--- src/sv/i2cm_pkg.sv ---
`default_nettype none
// ----------------------------------------------------------------------------
// i2cm_pkg
// Shared types and constants for the I2C register-transfer master.
// ----------------------------------------------------------------------------
package i2cm_pkg;

    localparam int unsigned BUFFER_DEPTH_DEF = 256;

    // request codes
    localparam logic [1:0] REQ_LOAD  = 2'd0;
    localparam logic [1:0] REQ_START = 2'd1;
    localparam logic [1:0] REQ_TICK  = 2'd2;

    typedef struct packed {
        logic [1:0] req_type;
        logic [6:0] dev_addr;
        logic       is_read;
        logic       skip_reg_addr;
        logic [7:0] reg_addr;
        logic [7:0] byte_count;
        logic [7:0] load_byte;
        logic       sda_in;
    } t_req;

    typedef struct packed {
        logic       scl_out;
        logic       sda_out;
        logic [7:0] read_byte;
        logic       read_valid;
        logic       busy_res;
        logic       done_res;
        logic [7:0] bytes_left;
    } t_res;

endpackage
`default_nettype wire

--- src/sv/i2cm_req_if.sv ---
`default_nettype none
// ----------------------------------------------------------------------------
// i2cm_req_if
// Request channel: valid/ready handshake with the request fields.
// ----------------------------------------------------------------------------
interface i2cm_req_if;
    logic       valid;
    logic       ready;
    logic [1:0] req_type;
    logic [6:0] dev_addr;
    logic       is_read;
    logic       skip_reg_addr;
    logic [7:0] reg_addr;
    logic [7:0] byte_count;
    logic [7:0] load_byte;
    logic       sda_in;

    modport source (
        output valid, req_type, dev_addr, is_read, skip_reg_addr, reg_addr,
               byte_count, load_byte, sda_in,
        input  ready
    );
    modport sink (
        input  valid, req_type, dev_addr, is_read, skip_reg_addr, reg_addr,
               byte_count, load_byte, sda_in,
        output ready
    );
endinterface
`default_nettype wire

--- src/sv/i2cm_res_if.sv ---
`default_nettype none
// ----------------------------------------------------------------------------
// i2cm_res_if
// Result channel: valid/ready handshake with the bus levels and status.
// ----------------------------------------------------------------------------
interface i2cm_res_if;
    logic       valid;
    logic       ready;
    logic       scl_out;
    logic       sda_out;
    logic [7:0] read_byte;
    logic       read_valid;
    logic       busy_res;
    logic       done_res;
    logic [7:0] bytes_left;

    modport source (
        output valid, scl_out, sda_out, read_byte, read_valid, busy_res,
               done_res, bytes_left,
        input  ready
    );
    modport sink (
        input  valid, scl_out, sda_out, read_byte, read_valid, busy_res,
               done_res, bytes_left,
        output ready
    );
endinterface
`default_nettype wire

--- src/sv/i2cm_ram.sv ---
`default_nettype none
// ----------------------------------------------------------------------------
// i2cm_ram
// Generic single-write, single-read RAM with registered read data.
// ----------------------------------------------------------------------------
module i2cm_ram #(
    parameter int unsigned WIDTH = 8,
    parameter int unsigned DEPTH = 256,
    localparam int unsigned AW   = (DEPTH > 1) ? $clog2(DEPTH) : 1
) (
    input  wire logic             i_clk,
    input  wire logic             i_wr_en,
    input  wire logic [AW-1:0]    i_wr_addr,
    input  wire logic [WIDTH-1:0] i_wr_data,
    input  wire logic [AW-1:0]    i_rd_addr,
    output logic      [WIDTH-1:0] o_rd_data
);

    logic [WIDTH-1:0] r_mem [DEPTH];

    always_ff @(posedge i_clk) begin
        if (i_wr_en) begin
            r_mem[i_wr_addr] <= i_wr_data;
        end
        o_rd_data <= r_mem[i_rd_addr];
    end

endmodule
`default_nettype wire

--- src/sv/i2cm_core.sv ---
`default_nettype none
// ----------------------------------------------------------------------------
// i2cm_core
// Bus phase sequencer: one request per accepted transaction, write buffer
// held in RAM, next data byte prefetched through the registered read port.
// ----------------------------------------------------------------------------
module i2cm_core
    import i2cm_pkg::*;
#(
    parameter int unsigned BUFFER_DEPTH = BUFFER_DEPTH_DEF,
    localparam int unsigned AW = (BUFFER_DEPTH > 1) ? $clog2(BUFFER_DEPTH) : 1
) (
    input  wire logic          i_clk,
    input  wire logic          i_rst_n,
    input  wire logic          i_fire,
    input  wire t_req          i_req,
    output t_res               o_res,
    output logic               o_wr_en,
    output logic [AW-1:0]      o_wr_addr,
    output logic [7:0]         o_wr_data,
    output logic [AW-1:0]      o_rd_addr,
    input  wire logic [7:0]    i_rd_data
);

    typedef enum logic [4:0] {
        S_IDLE, S_ST_A, S_ST_B, S_ST_C,
        S_TX_LO, S_TX_HI, S_AK_LO, S_AK_HI,
        S_RX_LO, S_RX_HI, S_RA_LO, S_RA_HI,
        S_SP_A, S_SP_B, S_SP_C,
        S_RS_A, S_RS_B, S_RS_C
    } t_state;

    typedef enum logic [1:0] {
        K_ADDR_W, K_REG, K_DATA, K_ADDR_R
    } t_kind;

    localparam logic [AW-1:0] LAST_PTR = AW'(BUFFER_DEPTH - 1);

    t_state        r_state, n_state;
    t_kind         r_kind, n_kind;
    logic [3:0]    r_bit, n_bit;
    logic [7:0]    r_shift, n_shift;
    logic [7:0]    r_rem, n_rem;
    logic [AW-1:0] r_rd_ptr, n_rd_ptr;
    logic [AW-1:0] r_ld_ptr, n_ld_ptr;
    logic [6:0]    r_dev, n_dev;
    logic [7:0]    r_reg, n_reg;
    logic          r_rd, n_rd;
    logic          r_skip, n_skip;
    logic          r_pend, n_pend;   // shift byte still sits in RAM read data

    logic          start_tx;
    t_kind         tx_kind;
    logic [7:0]    eff_shift;
    logic [7:0]    rem_dec;

    function automatic logic [AW-1:0] ptr_inc(input logic [AW-1:0] p);
        ptr_inc = (p == LAST_PTR) ? '0 : p + AW'(1);
    endfunction

    assign eff_shift = r_pend ? i_rd_data : r_shift;
    assign rem_dec   = r_rem - 8'd1;

    always_comb begin
        n_state  = r_state;
        n_kind   = r_kind;
        n_bit    = r_bit;
        n_shift  = r_shift;
        n_rem    = r_rem;
        n_rd_ptr = r_rd_ptr;
        n_ld_ptr = r_ld_ptr;
        n_dev    = r_dev;
        n_reg    = r_reg;
        n_rd     = r_rd;
        n_skip   = r_skip;
        n_pend   = r_pend;
        start_tx = 1'b0;
        tx_kind  = K_ADDR_W;
        o_wr_en  = 1'b0;
        o_res    = '0;
        o_res.scl_out = 1'b1;
        o_res.sda_out = 1'b1;

        if (i_fire) begin
            unique case (i_req.req_type)
                REQ_LOAD: begin
                    if (r_state == S_IDLE) begin
                        o_wr_en  = 1'b1;
                        n_ld_ptr = ptr_inc(r_ld_ptr);
                    end
                end
                REQ_START: begin
                    if (r_state == S_IDLE) begin
                        n_dev    = i_req.dev_addr;
                        n_rd     = i_req.is_read;
                        n_skip   = i_req.skip_reg_addr;
                        n_reg    = i_req.reg_addr;
                        n_rem    = i_req.byte_count;
                        n_rd_ptr = '0;
                        n_bit    = '0;
                        n_shift  = '0;
                        n_pend   = 1'b0;
                        n_state  = S_ST_A;
                    end
                end
                REQ_TICK: begin
                    unique case (r_state)
                        S_IDLE: ;
                        S_ST_A, S_RS_A: begin
                            o_res.scl_out = 1'b0;
                            n_state = (r_state == S_ST_A) ? S_ST_B : S_RS_B;
                        end
                        S_ST_B, S_RS_B: begin
                            n_state = (r_state == S_ST_B) ? S_ST_C : S_RS_C;
                        end
                        S_ST_C: begin
                            o_res.sda_out = 1'b0;
                            start_tx = 1'b1;
                            tx_kind  = (r_rd && r_skip) ? K_ADDR_R : K_ADDR_W;
                        end
                        S_RS_C: begin
                            o_res.sda_out = 1'b0;
                            start_tx = 1'b1;
                            tx_kind  = K_ADDR_R;
                        end
                        S_TX_LO: begin
                            o_res.scl_out = 1'b0;
                            o_res.sda_out = eff_shift[7];
                            n_shift = eff_shift;
                            n_pend  = 1'b0;
                            n_state = S_TX_HI;
                        end
                        S_TX_HI: begin
                            o_res.sda_out = r_shift[7];
                            n_shift = {r_shift[6:0], 1'b0};
                            n_bit   = r_bit + 4'd1;
                            n_state = n_bit[3] ? S_AK_LO : S_TX_LO;
                        end
                        S_AK_LO: begin
                            o_res.scl_out = 1'b0;
                            n_state = S_AK_HI;
                        end
                        S_AK_HI: begin
                            if (i_req.sda_in) begin
                                n_state = S_SP_A;
                            end else begin
                                case (r_kind)
                                    K_ADDR_W: begin
                                        if (!r_rd && r_skip) begin
                                            if (r_rem == '0) begin
                                                n_state = S_SP_A;
                                            end else begin
                                                start_tx = 1'b1;
                                                tx_kind  = K_DATA;
                                            end
                                        end else begin
                                            start_tx = 1'b1;
                                            tx_kind  = K_REG;
                                        end
                                    end
                                    K_REG: begin
                                        if (r_rd) begin
                                            n_state = S_RS_A;
                                        end else if (r_rem == '0) begin
                                            n_state = S_SP_A;
                                        end else begin
                                            start_tx = 1'b1;
                                            tx_kind  = K_DATA;
                                        end
                                    end
                                    K_DATA: begin
                                        n_rem    = rem_dec;
                                        n_rd_ptr = ptr_inc(r_rd_ptr);
                                        if (rem_dec == '0) begin
                                            n_state = S_SP_A;
                                        end else begin
                                            start_tx = 1'b1;
                                            tx_kind  = K_DATA;
                                        end
                                    end
                                    default: begin
                                        if (r_rem == '0) begin
                                            n_state = S_SP_A;
                                        end else begin
                                            n_bit   = '0;
                                            n_shift = '0;
                                            n_state = S_RX_LO;
                                        end
                                    end
                                endcase
                            end
                        end
                        S_RX_LO: begin
                            o_res.scl_out = 1'b0;
                            n_state = S_RX_HI;
                        end
                        S_RX_HI: begin
                            n_shift = {r_shift[6:0], i_req.sda_in};
                            n_bit   = r_bit + 4'd1;
                            n_state = n_bit[3] ? S_RA_LO : S_RX_LO;
                        end
                        S_RA_LO: begin
                            o_res.scl_out = 1'b0;
                            o_res.sda_out = (r_rem == 8'd1);
                            n_state = S_RA_HI;
                        end
                        S_RA_HI: begin
                            o_res.sda_out    = (r_rem == 8'd1);
                            o_res.read_byte  = r_shift;
                            o_res.read_valid = 1'b1;
                            n_rem = rem_dec;
                            if (rem_dec == '0) begin
                                n_state = S_SP_A;
                            end else begin
                                n_bit   = '0;
                                n_shift = '0;
                                n_state = S_RX_LO;
                            end
                        end
                        S_SP_A: begin
                            o_res.scl_out = 1'b0;
                            o_res.sda_out = 1'b0;
                            n_state = S_SP_B;
                        end
                        S_SP_B: begin
                            o_res.sda_out = 1'b0;
                            n_state = S_SP_C;
                        end
                        S_SP_C: begin
                            o_res.done_res = 1'b1;
                            n_ld_ptr = '0;
                            n_state  = S_IDLE;
                        end
                        default: begin
                            n_state = S_IDLE;
                        end
                    endcase

                    if (start_tx) begin
                        n_kind  = tx_kind;
                        n_bit   = '0;
                        n_pend  = (tx_kind == K_DATA);
                        n_state = S_TX_LO;
                        case (tx_kind)
                            K_ADDR_W: n_shift = {r_dev, 1'b0};
                            K_REG:    n_shift = r_reg;
                            K_ADDR_R: n_shift = {r_dev, 1'b1};
                            default:  n_shift = '0;
                        endcase
                    end
                end
                default: ;
            endcase
        end

        o_res.busy_res   = (n_state != S_IDLE);
        o_res.bytes_left = n_rem;
    end

    assign o_wr_addr = r_ld_ptr;
    assign o_wr_data = i_req.load_byte;
    // address the next data byte from the next-state pointer, ahead of its first bus phase
    assign o_rd_addr = n_rd_ptr;

    always_ff @(posedge i_clk) begin
        if (!i_rst_n) begin
            r_state  <= S_IDLE;
            r_kind   <= K_ADDR_W;
            r_bit    <= '0;
            r_shift  <= '0;
            r_rem    <= '0;
            r_rd_ptr <= '0;
            r_ld_ptr <= '0;
            r_dev    <= '0;
            r_reg    <= '0;
            r_rd     <= 1'b0;
            r_skip   <= 1'b0;
            r_pend   <= 1'b0;
        end else begin
            r_state  <= n_state;
            r_kind   <= n_kind;
            r_bit    <= n_bit;
            r_shift  <= n_shift;
            r_rem    <= n_rem;
            r_rd_ptr <= n_rd_ptr;
            r_ld_ptr <= n_ld_ptr;
            r_dev    <= n_dev;
            r_reg    <= n_reg;
            r_rd     <= n_rd;
            r_skip   <= n_skip;
            r_pend   <= n_pend;
        end
    end

    a_pend_only_data: assert property (@(posedge i_clk) disable iff (!i_rst_n)
        r_pend |-> (r_state == S_TX_LO) && (r_kind == K_DATA))
        else $error("prefetch pending outside first data phase");

    a_bit_range: assert property (@(posedge i_clk) disable iff (!i_rst_n)
        r_bit <= 4'd8)
        else $error("bit counter out of range");

    a_stop_clears_load: assert property (@(posedge i_clk) disable iff (!i_rst_n)
        i_fire && (i_req.req_type == REQ_TICK) && (r_state == S_SP_C)
        |=> (r_state == S_IDLE) && (r_ld_ptr == '0))
        else $error("stop did not return to idle with empty buffer");

    a_busy_load_ignored: assert property (@(posedge i_clk) disable iff (!i_rst_n)
        i_fire && (i_req.req_type == REQ_LOAD) && (r_state != S_IDLE)
        |=> $stable(r_ld_ptr))
        else $error("load taken while busy");

endmodule
`default_nettype wire

--- src/sv/i2cm_skid.sv ---
`default_nettype none
// ----------------------------------------------------------------------------
// i2cm_skid
// Two-entry output register: keeps input open while one result is stalled.
// ----------------------------------------------------------------------------
module i2cm_skid
    import i2cm_pkg::*;
(
    input  wire logic i_clk,
    input  wire logic i_rst_n,
    input  wire logic i_valid,
    input  wire t_res i_data,
    output logic      o_ready,
    i2cm_res_if.source o_res
);

    logic r_main_valid;
    logic r_skid_valid;
    t_res r_main;
    t_res r_skid;

    assign o_ready = !r_skid_valid;

    always_ff @(posedge i_clk) begin
        if (!i_rst_n) begin
            r_main_valid <= 1'b0;
            r_skid_valid <= 1'b0;
        end else if (!r_main_valid || o_res.ready) begin
            if (r_skid_valid) begin
                r_main_valid <= 1'b1;
                r_skid_valid <= 1'b0;
            end else begin
                r_main_valid <= i_valid;
            end
        end else if (i_valid) begin
            r_skid_valid <= 1'b1;
        end
    end

    always_ff @(posedge i_clk) begin
        if (!r_main_valid || o_res.ready) begin
            r_main <= r_skid_valid ? r_skid : i_data;
        end else if (i_valid) begin
            r_skid <= i_data;
        end
    end

    assign o_res.valid      = r_main_valid;
    assign o_res.scl_out    = r_main.scl_out;
    assign o_res.sda_out    = r_main.sda_out;
    assign o_res.read_byte  = r_main.read_byte;
    assign o_res.read_valid = r_main.read_valid;
    assign o_res.busy_res   = r_main.busy_res;
    assign o_res.done_res   = r_main.done_res;
    assign o_res.bytes_left = r_main.bytes_left;

endmodule
`default_nettype wire

--- src/sv/i2c_master_register_transfer.sv ---
`default_nettype none
// ----------------------------------------------------------------------------
// i2c_master_register_transfer
// I2C master for register-style read and write transfers, one bus half-bit
// phase per tick request.
// ----------------------------------------------------------------------------
// Takes one request per clock cycle while the output register has room and
// returns one result per request: the phase sequencer works out the result
// in the cycle of acceptance and a two-entry output register holds it, so
// requests keep flowing while one result waits. Load requests write the byte
// buffer RAM; the next data byte is read from it ahead of its first bus
// phase, so the RAM's read latency never stalls a tick. Results report the
// SCL/SDA levels for the phase, received bytes, busy, done and the count of
// data bytes not yet moved.
module i2c_master_register_transfer
    import i2cm_pkg::*;
#(
    parameter int unsigned BUFFER_DEPTH = BUFFER_DEPTH_DEF,
    localparam int unsigned AW = (BUFFER_DEPTH > 1) ? $clog2(BUFFER_DEPTH) : 1
) (
    input  wire logic   i_clk,
    input  wire logic   i_rst_n,
    i2cm_req_if.sink    i_req,
    i2cm_res_if.source  o_res
);

    t_req          req;
    t_res          res;
    logic          fire;
    logic          in_ready;
    logic          wr_en;
    logic [AW-1:0] wr_addr;
    logic [7:0]    wr_data;
    logic [AW-1:0] rd_addr;
    logic [7:0]    rd_data;

    assign req.req_type      = i_req.req_type;
    assign req.dev_addr      = i_req.dev_addr;
    assign req.is_read       = i_req.is_read;
    assign req.skip_reg_addr = i_req.skip_reg_addr;
    assign req.reg_addr      = i_req.reg_addr;
    assign req.byte_count    = i_req.byte_count;
    assign req.load_byte     = i_req.load_byte;
    assign req.sda_in        = i_req.sda_in;

    assign i_req.ready = in_ready;
    assign fire        = i_req.valid && in_ready;

    i2cm_core #(
        .BUFFER_DEPTH(BUFFER_DEPTH)
    ) u_core (
        .i_clk     (i_clk),
        .i_rst_n   (i_rst_n),
        .i_fire    (fire),
        .i_req     (req),
        .o_res     (res),
        .o_wr_en   (wr_en),
        .o_wr_addr (wr_addr),
        .o_wr_data (wr_data),
        .o_rd_addr (rd_addr),
        .i_rd_data (rd_data)
    );

    i2cm_ram #(
        .WIDTH(8),
        .DEPTH(BUFFER_DEPTH)
    ) u_buf (
        .i_clk     (i_clk),
        .i_wr_en   (wr_en),
        .i_wr_addr (wr_addr),
        .i_wr_data (wr_data),
        .i_rd_addr (rd_addr),
        .o_rd_data (rd_data)
    );

    i2cm_skid u_out (
        .i_clk   (i_clk),
        .i_rst_n (i_rst_n),
        .i_valid (fire),
        .i_data  (res),
        .o_ready (in_ready),
        .o_res   (o_res)
    );

endmodule
`default_nettype wire

--- src/flat_wrapper.sv ---
// flat-port wrapper written by rule: the top's interface ports become plain ports
module i2c_master_register_transfer_flat import i2cm_pkg::*;
#(
    parameter int unsigned BUFFER_DEPTH = BUFFER_DEPTH_DEF,
    localparam int unsigned AW = (BUFFER_DEPTH > 1) ? $clog2(BUFFER_DEPTH) : 1
)
  (i_clk, i_rst_n, i_req_valid, i_req_req_type, i_req_dev_addr, i_req_is_read, i_req_skip_reg_addr, i_req_reg_addr, i_req_byte_count, i_req_load_byte, i_req_sda_in, i_req_ready, o_res_valid, o_res_scl_out, o_res_sda_out, o_res_read_byte, o_res_read_valid, o_res_busy_res, o_res_done_res, o_res_bytes_left, o_res_ready);
  i2cm_req_if i_req_i ();
  i2cm_res_if o_res_i ();
  input  wire logic i_clk;
  input  wire logic i_rst_n;
  input wire logic [$bits(i_req_i.valid)-1:0] i_req_valid;
  input wire logic [$bits(i_req_i.req_type)-1:0] i_req_req_type;
  input wire logic [$bits(i_req_i.dev_addr)-1:0] i_req_dev_addr;
  input wire logic [$bits(i_req_i.is_read)-1:0] i_req_is_read;
  input wire logic [$bits(i_req_i.skip_reg_addr)-1:0] i_req_skip_reg_addr;
  input wire logic [$bits(i_req_i.reg_addr)-1:0] i_req_reg_addr;
  input wire logic [$bits(i_req_i.byte_count)-1:0] i_req_byte_count;
  input wire logic [$bits(i_req_i.load_byte)-1:0] i_req_load_byte;
  input wire logic [$bits(i_req_i.sda_in)-1:0] i_req_sda_in;
  output wire logic [$bits(i_req_i.ready)-1:0] i_req_ready;
  output wire logic [$bits(o_res_i.valid)-1:0] o_res_valid;
  output wire logic [$bits(o_res_i.scl_out)-1:0] o_res_scl_out;
  output wire logic [$bits(o_res_i.sda_out)-1:0] o_res_sda_out;
  output wire logic [$bits(o_res_i.read_byte)-1:0] o_res_read_byte;
  output wire logic [$bits(o_res_i.read_valid)-1:0] o_res_read_valid;
  output wire logic [$bits(o_res_i.busy_res)-1:0] o_res_busy_res;
  output wire logic [$bits(o_res_i.done_res)-1:0] o_res_done_res;
  output wire logic [$bits(o_res_i.bytes_left)-1:0] o_res_bytes_left;
  input wire logic [$bits(o_res_i.ready)-1:0] o_res_ready;
  assign i_req_i.valid = i_req_valid;
  assign i_req_i.req_type = i_req_req_type;
  assign i_req_i.dev_addr = i_req_dev_addr;
  assign i_req_i.is_read = i_req_is_read;
  assign i_req_i.skip_reg_addr = i_req_skip_reg_addr;
  assign i_req_i.reg_addr = i_req_reg_addr;
  assign i_req_i.byte_count = i_req_byte_count;
  assign i_req_i.load_byte = i_req_load_byte;
  assign i_req_i.sda_in = i_req_sda_in;
  assign i_req_ready = i_req_i.ready;
  assign o_res_valid = o_res_i.valid;
  assign o_res_scl_out = o_res_i.scl_out;
  assign o_res_sda_out = o_res_i.sda_out;
  assign o_res_read_byte = o_res_i.read_byte;
  assign o_res_read_valid = o_res_i.read_valid;
  assign o_res_busy_res = o_res_i.busy_res;
  assign o_res_done_res = o_res_i.done_res;
  assign o_res_bytes_left = o_res_i.bytes_left;
  assign o_res_i.ready = o_res_ready;
  i2c_master_register_transfer #(.BUFFER_DEPTH(BUFFER_DEPTH)) u_core (.i_clk(i_clk), .i_rst_n(i_rst_n), .i_req(i_req_i), .o_res(o_res_i));
endmodule
--- config.mk ---
export PLATFORM = sky130hd
export DESIGN_NAME = i2c_master_register_transfer_flat
export DESIGN_NICKNAME = d
export VERILOG_FILES = /design/src/sv/i2cm_pkg.sv /design/src/sv/i2cm_req_if.sv /design/src/sv/i2cm_res_if.sv /design/src/sv/i2cm_ram.sv /design/src/sv/i2cm_core.sv /design/src/sv/i2cm_skid.sv /design/src/sv/i2c_master_register_transfer.sv /design/src/flat_wrapper.sv
export SDC_FILE = /design/constraint.sdc
export NUM_CORES = 2
export LEC_CHECK = 0
export ABC_AREA = 1
export BUFFER_PORTS_ARGS = -buffer_cell sky130_fd_sc_hd__buf_2
export CAP_MARGIN = 20
export CELL_PAD_IN_SITES_DETAIL_PLACEMENT = 1
export CELL_PAD_IN_SITES_GLOBAL_PLACEMENT = 1
export CORE_MARGIN = 1.5
export CORE_UTILIZATION = 30
export DETAILED_ROUTE_END_ITERATION = 8
export HOLD_SLACK_MARGIN = 0.15
export PLACE_DENSITY = 0.47
export SYNTH_ARGS = -nofsm -noshare
export SYNTH_HDL_FRONTEND = slang
export SYNTH_SLANG_ARGS = --single-unit
export TNS_END_PERCENT = 20
--- constraint.sdc ---
create_clock -name i_clk -period 4.85 [get_ports i_clk]
set_input_delay 0.97 -clock i_clk [delete_from_list [all_inputs] [get_ports i_clk]]
set_output_delay 0.97 -clock i_clk [all_outputs]
set_load 0.05 [all_outputs]
==> run metrics <==
crit path capture=u_core.u_buf.o_rd_data[4]$_DFF_P_; sequential fraction of the synthesis area=67.4%; Cell Chain, Critical Path=ha_1 > nand2_1 > inv_1 > nand2_1 > nor2_1 > nand3b_4 > buf_4 > buf_12 > buf_4 > nand3_1 > nand2_1 > nand2_1 > nand3_1 > nand3_1 > nand3_1 > nand3_1 > nand3_1 > nand3_1 > nand2_1; largest registers=u_core.u_buf.r_mem x2048, u_core.u_out.r_skid x21; most common cell after layout, fill and taps aside=edfxtp_1; RR Startpoint=u_core.u_core.r_rd_ptr[0]$_SDFF_PN0_; Synth top area share=65.9%; top cells by area, synth=edfxtp_1, nand3_1, nand2_1; design area=111000 um2; Crit path max-delay family=simple AND/OR/NAND/NOR gates; width of the die=567 um; DRC=0; Initial DRT Pass Iterations=5; post-DP HPWL=207 mm; H-tree depth=5; vias per cell=5.02; hold-fix buffer count after cts=0; Routed Antenna Nets=0; Pint=31.6 mW; Worst path depth=19; CP arrival=roughly 5.3 ns; Biggest register=u_core.u_buf.r_mem; commonest non-fill, non-tap cells in the layout=edfxtp_1, nand3_1, nand2_1, inv_1, nand3b_1; Starting Density=between 30 and 40%; Synth Warn #=0; CTS tree=built; Comb power frac=roughly 1.9%; gpl congestion=0.797; core box area=315000 um2; Die H=567 um; Sw Pwr=about 9 mW; WP data required=5.66 ns; clk slew on worst S/H paths=~0.060 ns; Hold Path Class=in -> reg; largest net degree at the start of global routing=162; total die area=~320000 um2; vias in the first global route=69000; sw frac=21.8%; worst r2r dst=u_core.u_buf.o_rd_data[4]$_DFF_P_; Post-Syn Instances=8782; post-cts resize count=0; layout cells sized above 1=a little under a tenth; root cell of the clock tree=clkbuf_16; Max Cap Viol=0; CP max stage cell=dfxtp_1; Mean Syn Cell Area=10.8 um2; peak supply drop=0.000218 V; Syn Nets=about 8800; WL/cell=25.6 um; Worst path max stage delay=0.65 ns; RSZ-0062 raised after global routing=no; reg2reg setup slack=0.41 ns; #FFs+latches synth=2161; Netlist Area Pre-Place=between 90000 and 100000 um2; via count=around 67000; I/O pin count=between 60 and 70; Max clock buf depth=4; Worst path most repeated cell=nand3_1; CTS buffer count=268; worst skew pair latency=0.88 ns; power density over cell area=~370 nW/um2; DRT Wirelength=341 mm; CP Launch Point=u_core.u_core.r_rd_ptr[0]$_SDFF_PN0_; setup violators final=0; Largest register FFs=2048; Worst-Margin Slew=roughly 1.2 ns; area leader, netlist=edfxtp_1; Placed Instance Area=103000 um2; Clock power frac=47.3%; Rel. slew slack=19.8%; Buf/Inv on CP=4; FMAX=0.225 GHz; Hold Crit Depth=3; status=finished clean; setup_tns=0 ns; Flop pwr share=50.7%; fin nets=8987; Synth cell types=50; Final Max Tran Viols=0; antenna violations before repair=18; Layout Skew=0.0443 ns; Setup Buffers After CTS=0; Clock Sinks=between 2000 and 2500; Worst setup SP type=flip-flop; Period Utilization, post-route=91.6%; Initial DRC Count=4853; first-pass GRT wire length=496 mm; Final Hold Fails=0; Setup crit end kind=flip-flop; WS Path Type=reg -> reg; cells on worst reg2reg path=19; GRT overflow=0; Tot GR Track Use=20.8%; Period minus WS final=between 4 and 5 ns; Crit Path Max Fanout=35; Leak=41.0 nW; area delta synth->final=16.3%; Core Rows=around 210; port bufs=62
-- power groups by stage --
| stage | sequential [mW] | clock (mW) | combinational (mW) |
|---|---|---|---|
| after global placement | 20.9 | 0 | 0.794 |
| final | 20.5 | 19.1 | 0.778 |
| after floorplan | 20.9 | 0 | 0.145 |
| after global routing | 20.5 | 20.3 | 0.838 |
| after detailed placement | 20.9 | 0 | 0.803 |
| after CTS | 20.5 | 19.7 | 0.804 |
-- worst min-delay path by stage --
stage,slack [ns],startpoint,to
after detailed placement,0.45,u_core.u_core.r_dev[3]$_SDFFE_PN0P_,u_core.u_core.r_dev[3]$_SDFFE_PN0P_
after floorplan,0.42,u_core.u_core.r_dev[3]$_SDFFE_PN0P_,u_core.u_core.r_dev[3]$_SDFFE_PN0P_
after CTS,0.31,i_req_reg_addr[1],u_core.u_core.r_reg[1]$_SDFFE_PN0P_
final,0.37,i_req_reg_addr[1],u_core.u_core.r_reg[1]$_SDFFE_PN0P_
after global placement,0.44,u_core.u_core.r_dev[4]$_SDFFE_PN0P_,u_core.u_core.r_dev[4]$_SDFFE_PN0P_
after global routing,0.35,i_req_reg_addr[2],u_core.u_core.r_reg[2]$_SDFFE_PN0P_
-- cell families (layout without fill, tap and decap cells) --
logic type               after synthesis  after routing  share of synthesized area, %
other                                  0              4                             0
buffers and inverters               1575           1938                          6.74
AND/OR/NAND/NOR                     4728           4728                          23.8
flip-flops                          2161           2161                          67.4
adder cells (fa/ha/maj)               12             12                         0.158
XOR/XNOR                               8              8                        0.0735
AO/OA/AOI/OAI                        298            298                          1.81
-- synth_stat cells, drive strengths merged --
cell type     n
inv         982
o31ai         2
o21ai       124
a221oi        2
xnor2         2
nor4          2
o2bb2ai       1
clkbuf      176
nand4         8
a31oi         6
nand3b      610
a211oi        5
dfxtp        71
nand3      2030
ha           12
a22oi         7
o211ai       60
a21oi        82
nor4b         1
buf         410
nand2      1653
a32o          1
nor2        412
xor2          6
clkinv        7
o21a          2
o31a          1
edfxtp     2090
o22ai         1
a2111oi       1
o41ai         1
nor3         12
o221ai        1
a32oi         1
-- layer usage --
metal  GRT usage, %  up-vias  share of wire, %
met5              0        -                 0
met4           5.60        0               2.8
met3           2.57      422               3.9
met2           34.8     1238                48
met1           28.5    34400                46
li1               -    30700                 -
-- area by class of cell --
cell class              instances  area, um2
fillers                     34400     205000
flip-flops and latches       2161      64200
multi-input cells            5046      24800
clock buffers                 351       7240
well taps                    4160       5200
repair buffers                469       4650
inverters                     989       3740
clock inverters               129        955
diodes                          4       10.0
-- worst register-to-register path, cell delays in order (launching register included) --
cell      delay [ns]
dfxtp_1         0.65
ha_1            0.29
nand2_1         0.07
inv_1           0.10
nand2_1         0.06
nor2_1          0.23
nand3b_4        0.33
buf_4           0.31
buf_12          0.26
buf_4           0.35
nand3_1         0.11
nand2_1         0.07
nand2_1         0.04
nand3_1         0.11
nand3_1         0.15
nand3_1         0.26
nand3_1         0.24
nand3_1         0.16
nand3_1         0.38
nand2_1         0.19
-- through the flow --
step / instances / power [mW] / setup WS, ns / hold slack (ns) / utilization (%)
after floorplan: 8782 / 21.1 / 1.69 / 0.425 / -
after global placement: 12800 / 21.7 / -0.114 / 0.442 / 32.5
after detailed placement: 12800 / 21.7 / -0.0550 / 0.450 / 32.5
after CTS: 13300 / 41.0 / 0.433 / 0.307 / 35.1
after global routing: 13300 / 41.7 / 0.281 / 0.354 / 35.1
final: 13300 / 40.4 / 0.410 / 0.374 / 35.1
Power figures use the tool's default switching activity.
